==> config.mk <==
export PLATFORM = sky130hd
export DESIGN_NAME = sensor_calibration_normalizer
export DESIGN_NICKNAME = d
export VERILOG_FILES = /design/src/design/scn_pkg.sv /design/src/design/scn_bound_mem.sv /design/src/design/scn_divider.sv /design/src/design/sensor_calibration_normalizer.sv
export SDC_FILE = /design/constraint.sdc
export NUM_CORES = 1
export LEC_CHECK = 0
export ABC_CLOCK_PERIOD_IN_PS = 12600
export BUFFER_PORTS_ARGS = -buffer_cell sky130_fd_sc_hd__buf_2
export CAP_MARGIN = 20
export CORE_UTILIZATION = 39
export CTS_BUF_LIST = sky130_fd_sc_hd__clkbuf_4 sky130_fd_sc_hd__clkbuf_8 sky130_fd_sc_hd__clkbuf_16
export CTS_CLUSTER_SIZE = 28
export DETAILED_ROUTE_END_ITERATION = 6
export PLACE_DENSITY = 0.65
export SLEW_MARGIN = 20
export SYNTH_ARGS = -nofsm -noshare
export SYNTH_HDL_FRONTEND = slang
export SYNTH_SLANG_ARGS = --single-unit
export TNS_END_PERCENT = 30
==> constraint.sdc <==
create_clock -name aclk -period 12.6 [get_ports aclk]
set_input_delay 0.63 -clock aclk [delete_from_list [all_inputs] [get_ports aclk]]
set_output_delay 0.63 -clock aclk [all_outputs]
set_load 0.1 [all_outputs]
==> src/design/scn_pkg.sv <==
// scn_pkg: shared types, codes and constants of the sensor calibration normaliser.
// No dependencies; imported by every module of the block.
`default_nettype none

package scn_pkg;

    // Value and arithmetic widths
    localparam int VALUE_W     = 10;
    localparam int BOUND_IN_W  = 16;
    localparam int INDEX_W     = 4;
    localparam int NUM_W       = 2 * VALUE_W;
    localparam int TABLE_LIMIT = 16;

    localparam int NUM_SENSORS_DEF = 16;

    localparam logic [VALUE_W-1:0] FULL_SCALE       = 10'd1000;
    localparam logic [VALUE_W-1:0] BOUND_LIMIT      = 10'd1023;
    localparam logic [VALUE_W-1:0] BOUND_MIN_RESET  = 10'd0;
    localparam logic [VALUE_W-1:0] GLOBAL_THR_RESET = 10'd400;

    // Stream widths
    localparam int S_TDATA_W = 48;
    localparam int M_TDATA_W = 24;

    // Request kinds (s_tuser)
    localparam logic REQ_SAMPLE = 1'b0;
    localparam logic REQ_WRITE  = 1'b1;

    // Configuration register indexes
    localparam logic CFG_GLOBAL_THRESHOLD  = 1'b0;
    localparam logic CFG_CALIBRATION_VALID = 1'b1;

    // Sequencer states
    typedef enum logic [2:0] {
        ST_IDLE,
        ST_LOOKUP,
        ST_MULT,
        ST_DIVIDE,
        ST_EMIT
    } scn_state_t;

    // Divider request and response
    typedef struct packed {
        logic               start;
        logic [NUM_W-1:0]   numerator;
        logic [VALUE_W-1:0] denominator;
    } div_req_t;

    typedef struct packed {
        logic               done;
        logic [VALUE_W-1:0] quotient;
    } div_rsp_t;

endpackage

`default_nettype wire

==> src/design/scn_bound_mem.sv <==
// scn_bound_mem: per-sensor min/max bound memory, one write and one registered read port.
// Per-entry valid bits give the reset bounds until an entry is written. Uses scn_pkg.
`default_nettype none

module scn_bound_mem #(
    parameter int ADDR_W = 4
) (
    input  wire logic                        aclk,
    input  wire logic                        aresetn,
    input  wire logic                        wr_en,
    input  wire logic [ADDR_W-1:0]           wr_addr,
    input  wire logic [scn_pkg::VALUE_W-1:0] wr_min,
    input  wire logic [scn_pkg::VALUE_W-1:0] wr_max,
    input  wire logic                        rd_en,
    input  wire logic [ADDR_W-1:0]           rd_addr,
    output logic      [scn_pkg::VALUE_W-1:0] rd_min,
    output logic      [scn_pkg::VALUE_W-1:0] rd_max
);
    import scn_pkg::*;

    localparam int ENTRIES = 1 << ADDR_W;

    logic [2*VALUE_W-1:0] mem [ENTRIES];
    logic [ENTRIES-1:0]   vld_reg;
    logic [2*VALUE_W-1:0] rd_data_reg;
    logic                 rd_hit_reg;

    // Storage array: {max, min}
    always_ff @(posedge aclk) begin
        if (wr_en) begin
            mem[wr_addr] <= {wr_max, wr_min};
        end
        if (rd_en) begin
            rd_data_reg <= mem[rd_addr];
        end
    end

    // Written flags, cleared at reset
    always_ff @(posedge aclk) begin
        if (!aresetn) begin
            vld_reg    <= '0;
            rd_hit_reg <= 1'b0;
        end else begin
            if (wr_en) begin
                vld_reg[wr_addr] <= 1'b1;
            end
            if (rd_en) begin
                rd_hit_reg <= vld_reg[rd_addr];
            end
        end
    end

    // Unwritten entries read as the reset bounds
    assign rd_min = rd_hit_reg ? rd_data_reg[VALUE_W-1:0]         : BOUND_MIN_RESET;
    assign rd_max = rd_hit_reg ? rd_data_reg[2*VALUE_W-1:VALUE_W] : BOUND_LIMIT;

endmodule

`default_nettype wire

==> src/design/scn_divider.sv <==
// scn_divider: restoring divider, one quotient bit per cycle, for quotients below 2^VALUE_W.
// Uses scn_pkg for widths and the request/response structs.
`default_nettype none

module scn_divider (
    input  wire logic              aclk,
    input  wire logic              aresetn,
    input  wire scn_pkg::div_req_t div_req,
    output scn_pkg::div_rsp_t      div_rsp
);
    import scn_pkg::*;

    localparam int CNT_W = $clog2(VALUE_W);
    localparam logic [CNT_W-1:0] LAST_STEP = CNT_W'(VALUE_W - 1);

    logic               busy_reg;
    logic               done_reg;
    logic [CNT_W-1:0]   cnt_reg;
    logic [VALUE_W-1:0] rem_reg;
    logic [VALUE_W-1:0] num_lo_reg;
    logic [VALUE_W-1:0] den_reg;
    logic [VALUE_W-1:0] q_reg;

    logic [VALUE_W:0]   trial;
    logic               ge;
    logic [VALUE_W-1:0] rem_next;

    // One trial subtraction per step
    always_comb begin
        trial    = {rem_reg, num_lo_reg[VALUE_W-1]};
        ge       = trial >= {1'b0, den_reg};
        rem_next = ge ? VALUE_W'(trial - {1'b0, den_reg}) : trial[VALUE_W-1:0];
    end

    // Control
    always_ff @(posedge aclk) begin
        if (!aresetn) begin
            busy_reg <= 1'b0;
            done_reg <= 1'b0;
            cnt_reg  <= '0;
        end else begin
            done_reg <= 1'b0;
            if (div_req.start) begin
                busy_reg <= 1'b1;
                cnt_reg  <= '0;
            end else if (busy_reg) begin
                cnt_reg <= cnt_reg + 1'b1;
                if (cnt_reg == LAST_STEP) begin
                    busy_reg <= 1'b0;
                    done_reg <= 1'b1;
                end
            end
        end
    end

    // Datapath; the top half of the numerator is below the divisor
    always_ff @(posedge aclk) begin
        if (div_req.start) begin
            rem_reg    <= div_req.numerator[NUM_W-1:VALUE_W];
            num_lo_reg <= div_req.numerator[VALUE_W-1:0];
            den_reg    <= div_req.denominator;
            q_reg      <= '0;
        end else if (busy_reg) begin
            rem_reg    <= rem_next;
            num_lo_reg <= {num_lo_reg[VALUE_W-2:0], 1'b0};
            q_reg      <= {q_reg[VALUE_W-2:0], ge};
        end
    end

    assign div_rsp.done     = done_reg;
    assign div_rsp.quotient = q_reg;

endmodule

`default_nettype wire

==> src/design/sensor_calibration_normalizer.sv <==
// sensor_calibration_normalizer: top level; sequencer, bound lookup and scaling datapath.
// Depends on scn_pkg, scn_bound_mem and scn_divider.
//
//  channel | direction | handshake            | payload
//  --------+-----------+----------------------+-------------------------------------------
//  s_      | in        | s_tvalid / s_tready  | s_tuser req_type, s_tdata index/sample/bounds
//  m_      | out       | m_tvalid / m_tready  | m_tdata strength, threshold
//  cfg_    | in        | cfg_valid / cfg_ready| cfg_index, cfg_data
//
// A write item is taken in the idle state. A sample passes the bound read, the product, ten
// divider steps and the result load when a scaling division is needed, else the bound read and load.
// The iterative divider makes the divided path the longest; one item is in flight at a time.
// The result waits in an output register, so the next item is taken while it is unread;
// a second result stalls in the load state until the first is taken.
// Reset clears the bound memory at once through per-entry written flags.
`default_nettype none

module sensor_calibration_normalizer #(
    parameter int NUM_SENSORS = scn_pkg::NUM_SENSORS_DEF
) (
    input  wire logic                           aclk,
    input  wire logic                           aresetn,
    // s_tdata: sensor_index[3:0], sample_value[13:4], new_minimum[29:14],
    //          new_maximum[45:30], zero fill[47:46]
    input  wire logic [scn_pkg::S_TDATA_W-1:0]  s_tdata,
    // s_tuser: req_type[0]
    input  wire logic                           s_tuser,
    input  wire logic                           s_tvalid,
    output logic                                s_tready,
    // m_tdata: black_strength[9:0], sensor_threshold[19:10], zero fill[23:20]
    output logic      [scn_pkg::M_TDATA_W-1:0]  m_tdata,
    output logic                                m_tvalid,
    input  wire logic                           m_tready,
    input  wire logic                           cfg_valid,
    output logic                                cfg_ready,
    input  wire logic                           cfg_index,
    input  wire logic [scn_pkg::VALUE_W-1:0]    cfg_data
);
    import scn_pkg::*;

    localparam int DEPTH  = (NUM_SENSORS < TABLE_LIMIT) ? NUM_SENSORS : TABLE_LIMIT;
    localparam int ADDR_W = (DEPTH > 1) ? $clog2(DEPTH) : 1;

    scn_state_t state_reg, state_next;

    // Input fields
    logic [INDEX_W-1:0]    in_index;
    logic [VALUE_W-1:0]    in_sample;
    logic [BOUND_IN_W-1:0] in_min;
    logic [BOUND_IN_W-1:0] in_max;
    logic                  in_index_ok;
    logic                  accept;

    assign in_index    = s_tdata[3:0];
    assign in_sample   = s_tdata[13:4];
    assign in_min      = s_tdata[29:14];
    assign in_max      = s_tdata[45:30];
    assign in_index_ok = {1'b0, in_index} < (INDEX_W + 1)'(DEPTH);
    assign accept      = s_tvalid && s_tready;

    // Configuration registers
    logic [VALUE_W-1:0] global_thr_reg;
    logic               cal_valid_reg;

    assign cfg_ready = 1'b1;

    always_ff @(posedge aclk) begin
        if (!aresetn) begin
            global_thr_reg <= GLOBAL_THR_RESET;
            cal_valid_reg  <= 1'b0;
        end else if (cfg_valid) begin
            unique case (cfg_index)
                CFG_GLOBAL_THRESHOLD:  global_thr_reg <= cfg_data;
                CFG_CALIBRATION_VALID: cal_valid_reg  <= cfg_data[0];
                default:               ;
            endcase
        end
    end

    // Bound memory
    logic [VALUE_W-1:0] mem_min;
    logic [VALUE_W-1:0] mem_max;
    logic [VALUE_W-1:0] clamp_min;
    logic [VALUE_W-1:0] clamp_max;
    logic               mem_wr;
    logic               mem_rd;

    assign clamp_min = (in_min > BOUND_IN_W'(BOUND_LIMIT)) ? BOUND_LIMIT : in_min[VALUE_W-1:0];
    assign clamp_max = (in_max > BOUND_IN_W'(BOUND_LIMIT)) ? BOUND_LIMIT : in_max[VALUE_W-1:0];
    assign mem_wr    = accept && (s_tuser == REQ_WRITE) && in_index_ok;
    assign mem_rd    = accept && (s_tuser == REQ_SAMPLE);

    scn_bound_mem #(
        .ADDR_W (ADDR_W)
    ) u_mem (
        .aclk    (aclk),
        .aresetn (aresetn),
        .wr_en   (mem_wr),
        .wr_addr (in_index[ADDR_W-1:0]),
        .wr_min  (clamp_min),
        .wr_max  (clamp_max),
        .rd_en   (mem_rd),
        .rd_addr (in_index[ADDR_W-1:0]),
        .rd_min  (mem_min),
        .rd_max  (mem_max)
    );

    // Captured sample
    logic [VALUE_W-1:0] sample_reg;
    logic               index_ok_reg;

    always_ff @(posedge aclk) begin
        if (mem_rd) begin
            sample_reg   <= in_sample;
            index_ok_reg <= in_index_ok;
        end
    end

    // Bounds in use; out-of-range sensors take the reset bounds
    logic [VALUE_W-1:0] lo;
    logic [VALUE_W-1:0] hi;
    logic [VALUE_W:0]   bound_sum;
    logic               need_div;

    assign lo        = index_ok_reg ? mem_min : BOUND_MIN_RESET;
    assign hi        = index_ok_reg ? mem_max : BOUND_LIMIT;
    assign bound_sum = {1'b0, lo} + {1'b0, hi};
    assign need_div  = cal_valid_reg && (sample_reg > lo) && (sample_reg < hi);

    // Divider
    div_req_t           div_req;
    div_rsp_t           div_rsp;
    logic [VALUE_W-1:0] diff_reg;
    logic [VALUE_W-1:0] span_reg;
    logic [NUM_W-1:0]   product;

    assign product = NUM_W'(diff_reg) * NUM_W'(FULL_SCALE);

    scn_divider u_div (
        .aclk    (aclk),
        .aresetn (aresetn),
        .div_req (div_req),
        .div_rsp (div_rsp)
    );

    // Next state
    always_comb begin
        state_next = state_reg;
        unique case (state_reg)
            ST_IDLE:   if (accept && (s_tuser == REQ_SAMPLE)) state_next = ST_LOOKUP;
            ST_LOOKUP: state_next = need_div ? ST_MULT : ST_EMIT;
            ST_MULT:   state_next = ST_DIVIDE;
            ST_DIVIDE: if (div_rsp.done) state_next = ST_EMIT;
            ST_EMIT:   if (!m_tvalid || m_tready) state_next = ST_IDLE;
            default:   state_next = ST_IDLE;
        endcase
    end

    // State outputs
    logic load_out;

    always_comb begin
        s_tready              = 1'b0;
        load_out              = 1'b0;
        div_req.start         = 1'b0;
        div_req.numerator     = product;
        div_req.denominator   = span_reg;
        unique case (state_reg)
            ST_IDLE:   s_tready      = 1'b1;
            ST_MULT:   div_req.start = 1'b1;
            ST_EMIT:   load_out      = !m_tvalid || m_tready;
            default:   ;
        endcase
    end

    always_ff @(posedge aclk) begin
        if (!aresetn) begin
            state_reg <= ST_IDLE;
        end else begin
            state_reg <= state_next;
        end
    end

    // Strength and threshold
    logic [VALUE_W-1:0] strength_reg;
    logic [VALUE_W-1:0] thr_reg;

    always_ff @(posedge aclk) begin
        if (state_reg == ST_LOOKUP) begin
            diff_reg <= sample_reg - lo;
            span_reg <= hi - lo;
            if (!cal_valid_reg) begin
                strength_reg <= (sample_reg > global_thr_reg) ? FULL_SCALE : '0;
                thr_reg      <= global_thr_reg;
            end else begin
                strength_reg <= (sample_reg <= lo) ? '0 : FULL_SCALE;
                thr_reg      <= bound_sum[VALUE_W:1];
            end
        end else if ((state_reg == ST_DIVIDE) && div_rsp.done) begin
            strength_reg <= div_rsp.quotient;
        end
    end

    // Output register
    logic                 m_valid_reg;
    logic [M_TDATA_W-1:0] m_data_reg;

    always_ff @(posedge aclk) begin
        if (!aresetn) begin
            m_valid_reg <= 1'b0;
        end else if (load_out) begin
            m_valid_reg <= 1'b1;
        end else if (m_tready) begin
            m_valid_reg <= 1'b0;
        end
    end

    always_ff @(posedge aclk) begin
        if (load_out) begin
            m_data_reg <= {(M_TDATA_W - 2 * VALUE_W)'(0), thr_reg, strength_reg};
        end
    end

    assign m_tvalid = m_valid_reg;
    assign m_tdata  = m_data_reg;

`ifndef SYNTHESIS
    // A new result appears only from the load state
    a_load_from_emit: assert property (@(posedge aclk) disable iff (!aresetn)
        load_out |-> (state_reg == ST_EMIT))
        else $error("result loaded outside load state");

    // Strength never exceeds full scale
    a_strength_range: assert property (@(posedge aclk) disable iff (!aresetn)
        m_tvalid |-> (m_tdata[VALUE_W-1:0] <= FULL_SCALE))
        else $error("strength above full scale");

    // The divider finishes only while the sequencer waits for it
    a_div_done_state: assert property (@(posedge aclk) disable iff (!aresetn)
        div_rsp.done |-> (state_reg == ST_DIVIDE))
        else $error("divider done outside divide state");

    // No input taken while a sample is in flight
    a_one_in_flight: assert property (@(posedge aclk) disable iff (!aresetn)
        (accept && (s_tuser == REQ_SAMPLE)) |=> !s_tready)
        else $error("input accepted with a sample in flight");
`endif

endmodule

`default_nettype wire
* Word level (Yosys, flattened, before mapping)
Memory sizes are Yosys's and may differ from the RTL's. A register that Yosys moved wholly into a read port is not among the register bits.
Index checks and enable logic that the tools add are counted.
** Storage, ports and cells
- Flip-flop bits (word level) :: 145
- RAM bits :: 320
- Bits of input ports :: 65
- Word-level logic and storage cells :: 101
- Memories kept :: 1
** Cells by class
- Add/sub/neg operators :: 5
- Multiply operators :: 1
- Order comparisons :: 9
- Equal/unequal tests :: 8
- Multiplexer cells :: 35
- Bitwise gates (word level) :: 5
- Reduce and logical (&&, ||, !) cells :: 18
** Memory list
- u_mem.mem :: depth 16, width 20, rd ports 1, clocked after Yosys merged registers in 1, write ports 1, RTL line scn_bound_mem.sv:23 : logic [2*VALUE_W-1:0] mem [ENTRIES];
** Operator list (count)
- 2-to-1 mux 10 bit :: 15
- > comparator 16 x 10 -> 1 bit (second input constant) :: 2
- subtractor 10 bit :: 3
- > comparator 10 bit :: 2
- multiplier 10 x 7 -> 17 bit (second input constant) :: 1
- OR 16 bit :: 1
- one-hot mux 3 bit (5 select lines) :: 1
- 2-to-1 mux 1 bit :: 13
- 2-to-1 mux 3 bit :: 4
- adder 10 x 10 -> 11 bit :: 1
- >= comparator 11 x 10 -> 1 bit :: 1
- less-or-equal comparator 10 bit :: 1
- less-than comparator 10 bit :: 1
- logical AND 1 bit :: 7
- == test 3 x 2 -> 1 bit (second input constant) :: 2
- nonzero test 2 bit :: 3
- less-than comparator 4 x 5 -> 1 bit (second input constant) :: 1
- adder 4 x 1 -> 4 bit (second input constant) :: 1
- binary-select mux 1 bit (select 4 bit) :: 1
- demux 1 bit (select 4 bit) :: 1
- == test 4 bit (second input constant) :: 1
- >= comparator 4 x 1 -> 1 bit (second input constant) :: 1
- != test 2 bit (second input constant) :: 2
- inverter 1 bit :: 4
- other kinds (10) :: 11

* Logic depth before layout (Yosys ltp)
- Word-level depth :: 6
- Gate-level depth with buffers :: 14

* By module
Synthesis repeated with hierarchy kept, for this count alone.
** Unflattened totals
- Cell total of the unflattened synthesis :: 1398
- Area, all modules :: 22550.4 um^2
** Modules (own cells, without submodules)
- scn_bound_mem :: instances 1, cells each 562, area an instance 13565.5 um^2, sequential area each 10550.1 um^2
- sensor_calibration_normalizer :: instances 1, cells each 631, area an instance 6632.6 um^2, sequential area each 2402.3 um^2
- scn_divider :: instances 1, cells each 205, area an instance 2352.3 um^2, sequential area each 1221.2 um^2

* Worst setup path after synthesis
OpenSTA, ideal clock, no wires.
- Path type :: register to register
- From :: reg state_reg[0]
- To :: mem u_mem.mem[0][0] (netlist name), enable pin
- Arrival :: 4811 ps
- Required time :: 12175 ps
- Setup slack :: 7365 ps
- Cell stages (with the launch flop) :: 5
- Cells stage by stage :: dfxtp_1 -> nor3_1 -> nand3_1 -> or3_1 -> nor3_1
** Between the ends
- Longest elaborated chain between the ends :: 6
** RTL lines
- start, declared :: RTL line sensor_calibration_normalizer.sv:44 : scn_state_t state_reg, state_next;
- start signal, assigned :: RTL line sensor_calibration_normalizer.sv:180 : state_reg <= state_next;
- zero test 3 bit :: RTL line sensor_calibration_normalizer.sv:168 : unique case (state_reg)
- 2-to-1 mux 1 bit :: RTL line sensor_calibration_normalizer.sv:168
- named net s_tready :: RTL line sensor_calibration_normalizer.sv:29 : output logic s_tready,
- logical AND 1 bit :: RTL line sensor_calibration_normalizer.sv:59 : assign accept = s_tvalid && s_tready;
- logical AND 1 bit :: RTL line sensor_calibration_normalizer.sv:90 : assign mem_wr = accept && (s_tuser == REQ_WRITE) && in_index_ok;
- 2-to-1 mux 1 bit :: RTL line scn_bound_mem.sv:30 : if (wr_en) begin
- 2-to-1 mux 1 bit (not written as such) :: RTL line scn_bound_mem.sv:31 : mem[wr_addr] <= {wr_max, wr_min};
- end, declared :: RTL line scn_bound_mem.sv:23
The timed path passes the listed nets, and every way through them passes these cells.

* Final worst setup path
- From :: reg diff_reg[2]
- To :: reg u_div.rem_reg[5], data pin
** Between the ends
- Longest elaborated chain between the ends :: 2
** RTL lines
- start, declared :: RTL line sensor_calibration_normalizer.sv:133 : logic [VALUE_W-1:0] diff_reg;
- start signal, assigned :: RTL line sensor_calibration_normalizer.sv:190 : diff_reg <= sample_reg - lo;
- multiplier 10 x 7 -> 17 bit :: RTL line sensor_calibration_normalizer.sv:137 : assign product = NUM_W'(diff_reg) * NUM_W'(FULL_SCALE);
- 2-to-1 mux 10 bit :: RTL line scn_divider.sv:58 : if (div_req.start) begin
- end signal, assigned :: RTL line scn_divider.sv:59 : rem_reg <= div_req.numerator[NUM_W-1:VALUE_W];
- end signal, assigned :: RTL line scn_divider.sv:64 : rem_reg <= rem_next;
- end, declared :: RTL line scn_divider.sv:19 : logic [VALUE_W-1:0] rem_reg;
Every way passes these cells.
A chain may end at the register's enable or synchronous reset.

==> results.py <==
metrics = {
    "status": {
        "status": "finished, violations left",
        "failed_checks": "design-rule violations",
    },
    "synth": {
        "synth_edf_count": 437,
        "synth_cell_type_count": 63,
        "synth_cells": 1406,
        "synth.cell_area_mm2": 0.02217,
        "ys_warn_count": 0,
        "synth_largest_area_cell": "edfxtp_1",
        "yosys.area.top_type_share": 0.5918,
        "ys_top_cells_by_count": "edfxtp_1 (437), inv_1 (109), mux4_2 (105), ha_1 (103), nand2_1 (72)",
        "synthArstFlopShare": 0,
        "synth_area_leaders": "edfxtp_1 (59%), mux4_2 (11%), ha_1 (5.8%)",
        "synth_flop_cell": "edfxtp_1",
        "ys_ff_latch": 485,
        "synth_most_common_cell": "edfxtp_1",
        "avgSynthCellArea_um2": 15.77,
        "yosysSeqAreaShare": 0.6352,
    },
    "worst_setup_path": {
        "cp_max_fo": 5,
        "endpoint_kind": "flip-flop",
        "arrival_ps": 4790,
        "worstPathRequired_ps": 12910,
        "start_kind": "flip-flop",
        "crit_type": "reg -> reg",
    },
    "pwr": {
        "finalPower_mw": 3.636,
        "leakagePower_nw": 9.625,
        "peakVddDrop_v": 0.0001167,
        "power_density_mw_per_mm2": 144.2,
    },
    "placement": {
        "place_inst": 2205,
        "pre_cts_ws_ps": 8085,
        "place_area_mm2": 0.02351,
        "io_buffer_count": 84,
        "place.gp.congestion": 0.8811,
        "hpwl_um": 29300,
    },
    "clocking": {
        "clock_path_buffers": 3,
        "ctsHoldBuffers": 0,
        "numClockSinks": 485,
        "h-tree-depth": 2,
        "ctsResizeCount": 0,
        "ctsRootBufferMaster": "clkbuf_16",
        "cts_setup_buffers": 0,
        "clock_latency_ps": 590,
        "clk_pin_slew_worst_paths_ps": 60,
        "cts_tree": "built",
        "cts_made_buffers": 49,
    },
    "timing": {
        "rsz0062_at_grt": "no",
        "max_freq_ghz": 0.2231,
        "fin_ws_ps": 8117,
        "finClkSkew_ps": 20.93,
        "tightest_slew_ps": 1008,
        "timing.hold.ws_ps": 230.1,
        "slew_headroom": 0.3241,
        "hold_violations": 0,
        "setup_violations": 0,
        "slew_viol_final": 0,
        "fin_setup_tns_ps": 0,
        "min_period_ps": 4483,
        "fin_crit_sh": 0.3558,
    },
    "die": {
        "start_util": 0.3940,
        "dieArea_mm2": 0.05781,
        "core_area_mm2": 0.05628,
        "die_h_um": 240.4,
        "num_rows": 87,
        "die_w_um": 240.4,
        "ioPinCount": 92,
    },
    "final_layout": {
        "area_growth_pct": 13.70,
        "largest_reg_flops": 320,
        "layoutNonFillerInstCount": 2296,
        "final_area_mm2": 0.02521,
        "utilization": 0.4479,
        "drive_gt1_frac": 0.2162,
        "nets": 1703,
        "antenna_cells_inserted": 0,
    },
    "drt": {
        "postRouteAntennaNets": 0,
        "wire_per_inst_um": 20.13,
        "vias": 12030,
        "routed_via_density": 5.237,
        "drc": 1,
        "drtIter0Drc": 886,
        "drt-pass1-iter-count": 7,
        "wl_um": 46230,
    },
    "grt": {
        "grt_max_degree": 65,
        "antenna_found_initial": 0,
        "grt_overflow": 0,
        "grt_usage": 0.1645,
        "grt_pass1_vias": 12320,
        "grt_pass1_wl_um": 71110,
    },
    "hold_path": {
        "hold_class": "in -> reg",
    },
    "flow_run": {
        "maxCapViolCount": 0,
    },
}
cell families after synthesis:
kind of cell               share of synthesized area
muxes                                         0.1159
buffers and inverters                        0.02963
DFF                                           0.6352
and+or+nand+nor                              0.06365
AOI/OAI and AO/OA                            0.05282
adders and majority gates                    0.08792
other                                      0.0003387
xor gates and xnor gates                     0.01462
final cells by class:
cell class	count	area [um^2]
multi-input combinational	761	7571
clock inverter	30	342.8
fill	4912	31070
clock buffer	59	1314
timing repair buffer	96	543.0
tap	756	945.9
sequential	485	14080
inverter	109	409.1
path summary, 6_finish.rpt:
| path | start | to | slack, ps | cells after the start |
|---|---|---|---|---|
| max | diff_reg[2] | u_div.rem_reg[5] | 8120 | 13 |
| min reg2reg | strength_reg[1] | m_tdata[1] | 420 | 0 |
| max reg2reg | diff_reg[2] | u_div.rem_reg[5] | 8120 | 13 |
| min | s_tdata[7] | sample_reg[3] | 230 | 1 |
critical path, stage by stage, from the launching register on:
cell and delay (ps):
edfxtp_1 480, inv_1 170, fa_1 460, fa_1 540
fa_1 440, fa_1 510, inv_1 40, ha_1 340
nand3_1 100, o22ai_1 310, o211ai_1 240, xnor2_1 180
a22oi_1 270, o31ai_1 110
per-layer routing:
layer	track usage	vias up	wire length, um
met4	0.06562	0	1636
met3	0.02216	97	2170
li1	-	5509	-
met1	0.2105	6102	19070
met5	0	-	0
met2	0.2819	317	23350
cells in the final DEF (no fill, tap or decap), types with 22 or more instances in the layout:
cell	count
a21oi_1	42
buf_2	82
clkbuf_16	49
dfxtp_1	48
edfxtp_1	437
fa_1	33
ha_1	103
inv_1	109
mux4_2	105
nand2_1	72
nand2b_1	23
nor2_1	57
o21a_1	22
o21ai_0	24
or2_2	22
xnor2_1	28
power by group:
group	switching [mW]	internal (mW)	total, mW
combinational	0.214	0.156	0.371
sequential	0.0143	1.77	1.78
clock	0.612	0.870	1.48
Power figures use the tool's default switching activity.
